`src/hw/rtl/spfp_pkg.sv`:
```
// Shared types, constants and the word-write function for the sample packer.
// No dependencies; used by every module of the block.
package spfp_pkg;

	localparam int SAMPLE_W = 10;
	localparam int ACC_W = 32;
	localparam int WORD_W = 16;
	localparam int OFF_W = 8;
	localparam int GROUP_SIZE = 3;
	localparam int MAX_RESULTS = 4;
	localparam int CNT_W = 3;

	localparam logic [WORD_W-1:0] FLASH_LIMIT = 16'd28672;
	localparam logic [OFF_W-1:0] PAGE_BYTES = 8'd128;
	localparam logic [OFF_W-1:0] OFF_STEP = 8'd2;
	localparam logic [WORD_W-1:0] BASE_MAX = 16'hffff;

	typedef enum logic [1:0] {
		KIND_FILL   = 2'd0,
		KIND_COMMIT = 2'd1,
		KIND_OOM    = 2'd2
	} kind_t;

	typedef struct packed {
		kind_t              kind;
		logic [WORD_W-1:0]  address;
		logic [WORD_W-1:0]  data_word;
		logic               last;
	} result_t;

	typedef result_t [MAX_RESULTS-1:0] result_list_t;

	typedef struct packed {
		logic [ACC_W-1:0]   acc;
		logic [1:0]         cnt;
		logic [WORD_W-1:0]  base;
		logic [OFF_W-1:0]   off;
		logic               halted;
	} state_t;

	typedef struct packed {
		result_t [1:0]      res;
		logic [1:0]         n;
		logic               halt;
		logic [WORD_W-1:0]  base;
		logic [OFF_W-1:0]   off;
	} wr_t;

	// One flash word write: fill, optional page commit, or out of memory.
	function automatic wr_t write_word(logic [WORD_W-1:0] base, logic [OFF_W-1:0] off,
			logic [WORD_W-1:0] word);
		wr_t w;
		logic [OFF_W-1:0] off_n;
		logic [WORD_W:0] sum;
		w = '0;
		off_n = off + OFF_STEP;
		sum = {1'b0, base} + {{(WORD_W+1-OFF_W){1'b0}}, PAGE_BYTES};
		w.base = base;
		w.off = off;
		if (base >= FLASH_LIMIT) begin
			w.res[0] = '{kind: KIND_OOM, address: '0, data_word: '0, last: 1'b0};
			w.n = 2'd1;
			w.halt = 1'b1;
		end else begin
			w.res[0] = '{kind: KIND_FILL,
				address: base + {{(WORD_W-OFF_W){1'b0}}, off},
				data_word: word, last: 1'b0};
			w.n = 2'd1;
			w.off = off_n;
			if (off_n >= PAGE_BYTES) begin
				w.res[1] = '{kind: KIND_COMMIT, address: base, data_word: '0, last: 1'b0};
				w.n = 2'd2;
				w.base = sum[WORD_W] ? BASE_MAX : sum[WORD_W-1:0];
				w.off = '0;
			end
		end
		return w;
	endfunction

endpackage

```
`src/hw/rtl/spfp_step.sv`:
```
// Combinational next-state and result-list logic for one sample.
// Depends on spfp_pkg.
module spfp_step (
	input  spfp_pkg::state_t                  cur,
	input  logic [spfp_pkg::SAMPLE_W-1:0]     sample,
	output spfp_pkg::state_t                  nxt,
	output spfp_pkg::result_list_t            res,
	output logic [spfp_pkg::CNT_W-1:0]        n
);

	spfp_pkg::wr_t w0;
	spfp_pkg::wr_t w1;
	logic [1:0] last_idx;

	always_comb begin
		nxt = cur;
		res = '0;
		n = '0;
		w0 = '0;
		w1 = '0;
		last_idx = '0;
		if (cur.halted) begin
			res[0] = '{kind: spfp_pkg::KIND_OOM, address: '0, data_word: '0, last: 1'b1};
			n = spfp_pkg::CNT_W'(1);
		end else begin
			nxt.acc = {cur.acc[spfp_pkg::ACC_W-spfp_pkg::SAMPLE_W-1:0], sample};
			if (cur.cnt == 2'(spfp_pkg::GROUP_SIZE - 1)) begin
				nxt.cnt = '0;
				w0 = spfp_pkg::write_word(cur.base, cur.off, nxt.acc[15:0]);
				res[1:0] = w0.res;
				n = {1'b0, w0.n};
				if (w0.halt) begin
					nxt.halted = 1'b1;
				end else begin
					w1 = spfp_pkg::write_word(w0.base, w0.off, nxt.acc[31:16]);
					if (w0.n == 2'd1) begin
						res[2:1] = w1.res;
					end else begin
						res[3:2] = w1.res;
					end
					n = {1'b0, w0.n} + {1'b0, w1.n};
					nxt.base = w1.base;
					nxt.off = w1.off;
					nxt.halted = w1.halt;
				end
				last_idx = 2'(n - spfp_pkg::CNT_W'(1));
				res[last_idx].last = 1'b1;
			end else begin
				nxt.cnt = cur.cnt + 2'd1;
			end
		end
	end

endmodule

```
`src/hw/rtl/spfp_emit.sv`:
```
// Result buffer: holds the results of one sample and issues them one per cycle while the output is not stalled.
// Depends on spfp_pkg.
module spfp_emit (
	input  logic                              clk,
	input  logic                              arst_n,
	input  logic                              load,
	input  spfp_pkg::result_list_t            res,
	input  logic [spfp_pkg::CNT_W-1:0]        n,
	input  logic                              out_stall,
	output logic                              out_valid,
	output spfp_pkg::result_t                 out_res,
	output logic                              free
);

	spfp_pkg::result_list_t entries_q;
	logic [spfp_pkg::CNT_W-1:0] cnt_q;
	logic [spfp_pkg::CNT_W-1:0] idx_q;
	logic [spfp_pkg::CNT_W-1:0] remaining;
	logic out_take;

	assign remaining = cnt_q - idx_q;
	assign out_valid = (remaining != '0);
	assign out_res = entries_q[idx_q[1:0]];
	assign out_take = out_valid && !out_stall;
	assign free = (remaining == '0) || (remaining == spfp_pkg::CNT_W'(1) && out_take);

	always_ff @(posedge clk) begin
		if (load) begin
			entries_q <= res;
		end
	end

	always_ff @(posedge clk or negedge arst_n) begin
		if (!arst_n) begin
			cnt_q <= '0;
			idx_q <= '0;
		end else if (load) begin
			cnt_q <= n;
			idx_q <= '0;
		end else if (out_take) begin
			idx_q <= idx_q + spfp_pkg::CNT_W'(1);
		end
	end

	a_last_final: assert property (@(posedge clk) disable iff (!arst_n)
		out_valid |-> (out_res.last == (remaining == spfp_pkg::CNT_W'(1))))
		else $error("last flag does not match final buffered result");
	a_idx_bound: assert property (@(posedge clk) disable iff (!arst_n)
		idx_q <= cnt_q && cnt_q <= spfp_pkg::CNT_W'(spfp_pkg::MAX_RESULTS))
		else $error("result index out of range");
	a_load_free: assert property (@(posedge clk) disable iff (!arst_n)
		load |-> free)
		else $error("buffer loaded while results pending");

endmodule

```
`src/hw/rtl/sample_packer_flash_pages_core.sv`:
```
// Top level of the ten-bit sample packer with flash page writes.
// Depends on spfp_pkg, spfp_step and spfp_emit.
//
// A sample is accepted into an input register in any cycle the register is
// empty or is moving on; from there one combinational pass updates the packer
// state and loads its results (none; two or three fills and commits, possibly
// ending in an out-of-memory; or a lone out-of-memory) into the result buffer,
// which issues one result per cycle while the output is not stalled. While not
// halted, a sample that does not close a group loads no results and leaves the
// buffer free; a group-closing sample holds the buffer until its results are
// taken, while the input register can take the next sample. The first result
// passes through the input register and then the result buffer before it is
// presented; a buffer that is not free holds the sample in the input register.
module sample_packer_flash_pages_core (
	input  logic                              clk,
	input  logic                              arst_n,
	input  logic                              in_valid,
	output logic                              in_stall,
	input  logic [spfp_pkg::SAMPLE_W-1:0]     sample,
	output logic                              out_valid,
	input  logic                              out_stall,
	output logic [1:0]                        kind,
	output logic [spfp_pkg::WORD_W-1:0]       address,
	output logic [spfp_pkg::WORD_W-1:0]       data_word,
	output logic                              last
);

	logic valid_s1;
	logic [spfp_pkg::SAMPLE_W-1:0] sample_s1;
	spfp_pkg::state_t st_q;
	spfp_pkg::state_t st_nxt;
	spfp_pkg::result_list_t res;
	logic [spfp_pkg::CNT_W-1:0] n;
	spfp_pkg::result_t out_res;
	logic free;
	logic load;
	logic in_take;

	assign load = valid_s1 && free;
	assign in_stall = valid_s1 && !free;
	assign in_take = in_valid && !in_stall;

	always_ff @(posedge clk) begin
		if (in_take) begin
			sample_s1 <= sample;
		end
	end

	always_ff @(posedge clk or negedge arst_n) begin
		if (!arst_n) begin
			valid_s1 <= 1'b0;
			st_q <= '0;
		end else begin
			if (in_take) begin
				valid_s1 <= 1'b1;
			end else if (load) begin
				valid_s1 <= 1'b0;
			end
			if (load) begin
				st_q <= st_nxt;
			end
		end
	end

	spfp_step u_step (
		.cur    (st_q),
		.sample (sample_s1),
		.nxt    (st_nxt),
		.res    (res),
		.n      (n)
	);

	spfp_emit u_emit (
		.clk       (clk),
		.arst_n    (arst_n),
		.load      (load),
		.res       (res),
		.n         (n),
		.out_stall (out_stall),
		.out_valid (out_valid),
		.out_res   (out_res),
		.free      (free)
	);

	assign kind = out_res.kind;
	assign address = out_res.address;
	assign data_word = out_res.data_word;
	assign last = out_res.last;

	a_halt_sticky: assert property (@(posedge clk) disable iff (!arst_n)
		st_q.halted |=> st_q.halted)
		else $error("halted state cleared");
	a_off_range: assert property (@(posedge clk) disable iff (!arst_n)
		!st_q.off[0] && st_q.off < spfp_pkg::PAGE_BYTES)
		else $error("page offset out of range");
	a_halt_oom: assert property (@(posedge clk) disable iff (!arst_n)
		load && st_q.halted |=> out_valid && kind == spfp_pkg::KIND_OOM && last)
		else $error("halted block issued a non out-of-memory result");

endmodule
```
`config.mk`:
```
export PLATFORM = sky130hd
export DESIGN_NAME = sample_packer_flash_pages_core
export DESIGN_NICKNAME = d
export VERILOG_FILES = /design/src/hw/rtl/spfp_pkg.sv /design/src/hw/rtl/spfp_step.sv /design/src/hw/rtl/spfp_emit.sv /design/src/hw/rtl/sample_packer_flash_pages_core.sv
export SDC_FILE = /design/constraint.sdc
export NUM_CORES = 1
export LEC_CHECK = 0
export ABC_AREA = 1
export BUFFER_PORTS_ARGS = -buffer_cell sky130_fd_sc_hd__buf_2
export CAP_MARGIN = 20
export CORE_UTILIZATION = 28
export CTS_CLUSTER_SIZE = 14
export DETAILED_ROUTE_END_ITERATION = 8
export PLACE_DENSITY = 0.42
export SLEW_MARGIN = 20
export SYNTH_ARGS = -nofsm -noshare
export SYNTH_HDL_FRONTEND = slang
export SYNTH_SLANG_ARGS = --single-unit
```
`constraint.sdc`:
```
create_clock -name clk -period 4.5 [get_ports clk]
set_input_delay 0.9 -clock clk [delete_from_list [all_inputs] [get_ports clk]]
set_output_delay 0.9 -clock clk [all_outputs]
set_load 0.02 [all_outputs]
```
==> results of run 1 <==
## layer usage
layer	up-vias	share of wire, %
li1	3721	-
met1	3554	51
met2	174	42
met3	24	4.9
met4	0	2.1
met5	-	0
## synth_stat cells, types with 4 or more instances
cell and n:
buf_6 5, nor3_1 41, o21ai_0 131, ha_1 23
clkbuf_1 45, o22ai_1 22, buf_2 13, nor2_2 9
inv_2 6, o21ai_1 9, nand4_1 15, fa_1 4
dfrtp_1 56, nand2_2 11, nor2_1 120, nand2_1 153
inv_1 109, nand3_1 75, a21oi_1 43, edfxtp_1 132
xor2_1 4
## cell families (layout without fill, tap and decap cells)
group	count (synthesis)	after routing	synth area share (%)
flops	188	188	54.83
buf+inv	185	218	7.775
compound gates	228	228	12.61
other cells	1	21	0.03833
fa+ha+maj	27	27	3.760
simple gates	443	443	20.54
xor+xnor	5	5	0.4475
## flip-flops by register name, summed over array words and instances (netlist names)
| register | count |
|---|---|
| u_emit.idx_q | 3 |
| u_emit.entries_q | 122 |
| u_emit.cnt_q | 3 |
| sample_s1 | 10 |
| valid_s1 | 1 |
| st_q | 49 |
## how the worst max path moves through the flow
stage,endpoint,slack (ns),cells after the start
floorplan,u_emit.entries_q[0]$_SDFFCE_PP1P_,0.13,7
global placement,u_emit.entries_q[105]$_SDFFCE_PP0P_,0.74,19
detailed placement,u_emit.entries_q[105]$_SDFFCE_PP0P_,0.58,19
CTS,u_emit.entries_q[105]$_SDFFCE_PP0P_,0.56,19
global route,u_emit.entries_q[105]$_SDFFCE_PP0P_,0.09,19
finish,u_emit.entries_q[105]$_SDFFCE_PP0P_,0.52,19
## cells in the final DEF, fill, tap and decap left out, types with 3 or more instances in the layout
cell       count
nand3_1       75
o22ai_1       22
a21oi_1       43
ha_1          23
nor2_2        10
conb_1        21
nand2_4        3
inv_8          4
nand3_2        3
nand4_1       15
buf_2         49
fa_1           4
buf_4         18
nor3_1        41
o21ai_0      131
edfxtp_1     132
dfrtp_1       55
a31oi_1        3
nand2_1      153
o21ai_1        9
o21ai_2        3
clkbuf_16     18
nor2_4         3
nor2_1       119
inv_1        108
xor2_1         4
inv_4          3
clkinv_8       3
inv_2          6
and3_1         3
nand2_2       11
inv_6          4
## layout make-up
type	count	area, µm²	area share (%)
clock inverter	14	162.7	1.459
sequential	188	5366	48.12
timing repair buffer	69	420.4	3.770
clock buffer	18	450.4	4.039
tap	455	569.3	5.105
multi-input combinational	724	3736	33.50
inverter	117	446.7	4.005
## report_power, final
part,internal (mW),switching (mW),total [mW]
clock network,0.787,0.784,1.57
registers,2.52,0.142,2.66
logic,0.504,1.46,1.96
total,3.81,2.38,6.19
## per-stage QoR
stage	hold WS [ns]	cells	cell area, µm²	power, mW
final	0.4127	1585	11150	6.191
after global routing	0.4172	1585	11150	6.583
after global placement	0.3880	1553	10540	4.715
after CTS	0.4120	1585	11150	6.305
after floorplan	0.4508	1097	9859	3.937
after detailed placement	0.3958	1553	10540	4.717
## worst max-delay path, cell delays in order (launching register included)
cell and delay [ns]:
dfrtp_1 0.44, ha_1 0.26, nand3_1 0.14, o21ai_0 0.19, nand2_1 0.19, nor2_1 0.32, nand2_1 0.12, nand2_1 0.12
ha_1 0.19, nand3_1 0.10, nor2_2 0.20, nand2_1 0.10, nand2_1 0.07, nand2_2 0.14, nand2_1 0.26, ha_1 0.19
inv_1 0.05, fa_1 0.53, inv_1 0.07, nor3_1 0.17
==> summary.md, run 1 <==
| Metric | Value |
|---|---|
| Area of the die | `0.03570 mm²` |
| Number of enable-type register cells in the synthesized netlist | `132` |
| Setup violations, final | `0` |
| Number of gates given a new drive strength after cts | `0` |
| Initial Util | `28.40%` |
| Reg-to-Reg Start | `st_q[3]$_DFFE_PN0P_` |
| Hold Path Origin | `st_q[24]$_DFFE_PN0P_` |
| Cell type with the highest aggregate area in the netlist | `edfxtp_1` |
| Main area contributors after synthesis | `edfxtp_1 (41%), dfrtp_1 (14%), o21ai_0 (6.7%), nand2_1 (5.9%), nor2_1 (4.6%)` |
| Worst-path clk slew | `0.08 ns` |
| Via count | `7473` |
| Cell area after synthesis | `0.009784 mm²` |
| CP Class | `reg2reg` |
| Gate count of the mapped netlist | `1077` |
| # nets final | `1158` |
| Post-Place Setup Slack | `0.5786 ns` |
| Main synth FF type | `edfxtp_1` |
| Unrepaired setup endpoints after global routing | `no` |
| Source-to-sink clock delay at the later pin of the worst-skew pair | `0.45 ns` |
| Hold Buf Count CTS | `0` |
| Post-CTS Setup Inserts | `0` |
| Global placement routability congestion | `0.8684` |
| Post-synth ARST share | `29.79%` |
| Hold Path Depth | `0` |
| Largest fanout on the critical path | `8` |
| Final design utilization | `32.36%` |
| CP Capture Type | `register` |
| Final Hold Viols | `0` |
| Ant. Diodes | `0` |
| Register-to-Register Setup Slack | `0.52 ns` |
| Required time of the worst setup path | `4.79 ns` |
| Dpl hpwl | `18.99 mm` |
| Global-route wire length before repair | `44.53 mm` |
| DIE WIDTH | `188.9 µm` |
| Met2 usage in global routing | `23.70%` |
| Tot GR Track Use | `16.50%` |
| Clock tree from TritonCTS | `yes` |
| Top cell type's share of synthesized area | `40.51%` |
| Sink Count | `188` |
| CTS Root Buffer Type | `clkbuf_16` |
| Post-synthesis sequential element count | `188` |
| Yosys warns | `0` |
| Minimum period implied by the final worst setup slack | `3.980 ns` |
| Placeable Area | `0.03446 mm²` |
| Register area share after synthesis | `54.83%` |
| Worst setup skew after layout | `0.008809 ns` |
| Maximum level of the CTS H-tree | `4` |
| Leakage dissipation | `4.521 nW` |
| Number of buffers inserted during clock tree synthesis | `17` |
| Slew Viols, Final | `0` |
| Data arrival time of the worst path | `4.27 ns` |
| Cells on worst reg2reg path | `19` |
| Max Cap Violations | `0` |
| DRC violations left | `0` |
| First-iteration detailed-routing DRC count | `603` |
| First-pass iteration count of the detailed router | `6` |
| Setup slack after layout | `0.5198 ns` |
| IR drop worst, VDD | `0.2800 mV` |
| Via count of the first global-routing pass | `7354` |
| Layout overhead on the synthesized area | `13.98%` |
| Global-route congestion overflow total | `0` |
| Met3 Usage GRT | `2.706%` |
| Tcrit/Tclk final | `88.45%` |
| Number of buffer cells added on primary ports | `50` |
| Number of antenna violations at the first check in global routing | `0` |
| Maximum number of pins on one net before global-route repair | `56` |
| Vertical die dimension | `188.9 µm` |
| Rows | `68` |
| Fmax | `0.2512 GHz` |
| Destination of the worst register-to-register timing path | `u_emit.entries_q[105]$_SDFFCE_PP0P_` |
| Total wire length after detailed routing | `28.07 mm` |
| Max-slew headroom | `46.13%` |
| Synth Area per Inst | `9.085 µm²` |
| Sink of the worst hold path | `st_q[24]$_DFFE_PN0P_` |
| Count of fill cells added during filler insertion | `3563` |
| Kind of path behind the tightest hold check | `reg2reg` |
| Sort of element at the start of the critical path | `register` |
| I/O pin count | `51` |
| Worst-margin pin slew | `0.8051 ns` |
| Global-route layer with the greatest usage | `met1` |
| Global routing met1 resource utilization | `24.87%` |
| Bufs on Longest Clock Path | `2` |
| Total Negative Setup Slacks | `0 ns` |
| Launching instance or port of the critical path | `st_q[3]$_DFFE_PN0P_` |
| Residual antenna-violating net count after detailed routing | `0` |
| Cell variety after synth | `46` |
| Via density per instance | `4.715` |
| Share of post-route cells with drive strength above 1 | `13.36%` |
| PD cells | `555.2 mW/mm²` |
| Outcome | `finished, final reports clean` |
| Routed wire per std cell | `17.71 µm` |
Note: power is estimated with default switching activity, not from simulation.
==> run 2, diff against run 1 <==
--- a/config.mk
+++ b/config.mk
@@ -5,7 +5,6 @@
 export SDC_FILE = /design/constraint.sdc
 export NUM_CORES = 1
 export LEC_CHECK = 0
-export ABC_AREA = 1
 export BUFFER_PORTS_ARGS = -buffer_cell sky130_fd_sc_hd__buf_2
 export CAP_MARGIN = 20
 export CORE_UTILIZATION = 28
==> summary.md, run 2 <==
| Metric | Value |
|---|---|
| Worst-path clk slew | `0.08 ns` |
| Main area contributors after synthesis | `edfxtp_1 (41%), dfrtp_1 (15%), mux4_2 (4.0%), mux2_2 (3.3%), ha_1 (3.0%)` |
| DRC violations left | `0` |
| Residual antenna-violating net count after detailed routing | `0` |
| Tcrit/Tclk final | `93.37%` |
| Global-route congestion overflow total | `0` |
| Global placement routability congestion | `0.8408` |
| Maximum number of pins on one net before global-route repair | `132` |
| Main synth FF type | `edfxtp_1` |
| Routed wire per std cell | `18.57 µm` |
| Top cell type's share of synthesized area | `41.12%` |
| Kind of path behind the tightest hold check | `in2async` |
| Required time of the worst setup path | `4.69 ns` |
| Area of the die | `0.03518 mm²` |
| Bufs on Longest Clock Path | `2` |
| CTS Root Buffer Type | `clkbuf_16` |
| Vertical die dimension | `187.6 µm` |
| Fmax | `0.2380 GHz` |
| Register name with the most flops | `u_emit.entries_q` |
| Placeable Area | `0.03370 mm²` |
| Largest registers | `u_emit.entries_q x122, st_q x49, sample_s1 x10` |
| Total Negative Setup Slacks | `0 ns` |
| Cell variety after synth | `67` |
| Cell area after synthesis | `0.009640 mm²` |
| DIE WIDTH | `187.6 µm` |
| Clock tree from TritonCTS | `yes` |
| Setup violations, final | `0` |
| Cell type with the highest aggregate area in the netlist | `edfxtp_1` |
| Number of buffer cells added on primary ports | `50` |
| Dpl cell area | `0.01054 mm²` |
| Commonest cells after routing, fill and taps aside | `edfxtp_1 (132), nand2_1 (70), dfrtp_1 (54), o21ai_0 (52), buf_2 (49)` |
| First-pass iteration count of the detailed router | `5` |
| Post-CTS Setup Inserts | `0` |
| Max-slew headroom | `31.34%` |
| Final non-filler cell area | `0.01119 mm²` |
| Number of buffers inserted during clock tree synthesis | `17` |
| I/O pin count | `51` |
| Dpl hpwl | `15.48 mm` |
| Ant. Diodes | `0` |
| Worst setup skew after layout | `0.01533 ns` |
| Final Hold Viols | `0` |
| First-iteration detailed-routing DRC count | `463` |
| Initial Util | `28.61%` |
| Data arrival time of the worst path | `4.40 ns` |
| Rows | `67` |
| Synth Area per Inst | `11.84 µm²` |
| Number of gates given a new drive strength after cts | `0` |
| Sort of element at the start of the critical path | `register` |
| Outcome | `finished, final reports clean` |
| Gate count of the mapped netlist | `814` |
| Maximum level of the CTS H-tree | `4` |
| Number of enable-type register cells in the synthesized netlist | `132` |
| Post-synth ARST share | `29.79%` |
| Via density per instance | `4.775` |
| Most common cell after layout, fill and taps aside | `edfxtp_1` |
| Yosys warns | `0` |
| Largest fanout on the critical path | `9` |
| PD cells | `688.8 mW/mm²` |
| Worst-margin pin slew | `1.029 ns` |
| Global-route wire length before repair | `38.94 mm` |
| Source-to-sink clock delay at the later pin of the worst-skew pair | `0.44 ns` |
| Register area share after synthesis | `55.65%` |
| Share of post-route cells with drive strength above 1 | `21.36%` |
| Most frequently used cell type in the post-synthesis netlist | `edfxtp_1` |
| Total wire length after detailed routing | `24.67 mm` |
| Max Cap Violations | `0` |
| Minimum period implied by the final worst setup slack | `4.202 ns` |
| Post-synthesis sequential element count | `188` |
| Sink Count | `188` |
| # nets final | `908` |
| Commonest cells in the netlist | `edfxtp_1 (132), nand2_1 (70), dfrtp_1 (56)` |
| Slew Viols, Final | `0` |
| Tot GR Track Use | `14.57%` |
| CP Class | `reg2reg` |
| Flip-flop count of the largest register, all copies and words added | `122` |
| Via count of the first global-routing pass | `6467` |
| Number of antenna violations at the first check in global routing | `0` |
| Leakage dissipation | `4.319 nW` |
| CP Capture Type | `register` |
| IR drop worst, VDD | `0.7625 mV` |
| Layout overhead on the synthesized area | `16.12%` |
| Via count | `6341` |
| Hold Buf Count CTS | `0` |
==> run 2: report_power, final <==
group	internal, mW	total, mW	switching [mW]	leakage (nW)
Sequential	2.95	3.22	0.272	1.98
Combinational	1.07	2.91	1.85	2.04
Clock	0.808	1.58	0.770	0.298
==> run 2: critical path: stages (launching register included) <==
cell and delay [ns]:
dfrtp_1 0.51, ha_2 0.30, nand2_1 0.14, or3_1 0.45, a21oi_4 0.20, inv_2 0.05
and2_1 0.15, ha_1 0.21, fa_1 0.42, a21o_1 0.18, a21oi_1 0.23, o21ai_0 0.21
a31oi_1 0.24, buf_4 0.18, nor2_1 0.06, xnor2_1 0.14, a22oi_1 0.21, nor2_1 0.07
==> run 2: logic make-up after synthesis <==
kind of cell / Yosys count / share of synthesized area [%]
other: 1 / 0.03890
AO/OA/AOI/OAI: 165 / 11.06
XOR/XNOR: 35 / 3.180
AND/OR/NAND/NOR: 247 / 13.16
buffers and inverters: 83 / 3.465
multiplexers: 68 / 9.630
flip-flops: 188 / 55.65
adder cells (fa/ha/maj): 27 / 3.816
==> run 2: layer usage <==
metal,wire (µm),global-route usage (%)
met1,12190,20.18
met2,11540,22.98
met3,471,2.208
met4,466,5.410
met5,0,0
==> run 2: final timing paths <==
check,from,end,slack [ns],cells after the start
setup / recovery,st_q[2]$_DFFE_PN0P_,u_emit.entries_q[62]$_SDFFCE_PP0P_,0.30,17
hold / removal,arst_n,st_q[22]$_DFFE_PN0P_,0.45,1
setup reg to reg,st_q[2]$_DFFE_PN0P_,u_emit.entries_q[62]$_SDFFCE_PP0P_,0.30,17
hold reg to reg,st_q[24]$_DFFE_PN0P_,st_q[24]$_DFFE_PN0P_,0.45,0
max in group asynchronous,arst_n,st_q[34]$_DFFE_PN0P_,3.31,2
min in group clk,st_q[24]$_DFFE_PN0P_,st_q[24]$_DFFE_PN0P_,0.45,0
==> run 2: area by class of cell <==
class / instances / area, µm²
repair buffers: 80 / 515.5
well taps: 448 / 560.5
multi-input cells: 563 / 4070
inverters: 17 / 63.81
fillers: 3427 / 22510
flip-flops and latches: 188 / 5368
clock inverters: 15 / 191.4
clock buffers: 17 / 425.4
==> run 2: metrics by stage <==
| step | utilization [%] | setup slack, ns | std cells | power [mW] | hold WS [ns] |
|---|---|---|---|---|---|
| 3_5_place_dp | 31.29 | 0.2602 | 1296 | 6.284 | 0.4383 |
| 3_3_place_gp | 31.29 | 0.4377 | 1296 | 6.259 | 0.4276 |
| 5_1_grt | 33.22 | -0.009750 | 1328 | 8.212 | 0.4617 |
| 4_1_cts | 33.12 | 0.2427 | 1328 | 7.877 | 0.4492 |
| 6_report | 33.22 | 0.2983 | 1328 | 7.711 | 0.4498 |
| 2_1_floorplan | - | 0.2805 | 834 | 5.259 | 0.4715 |
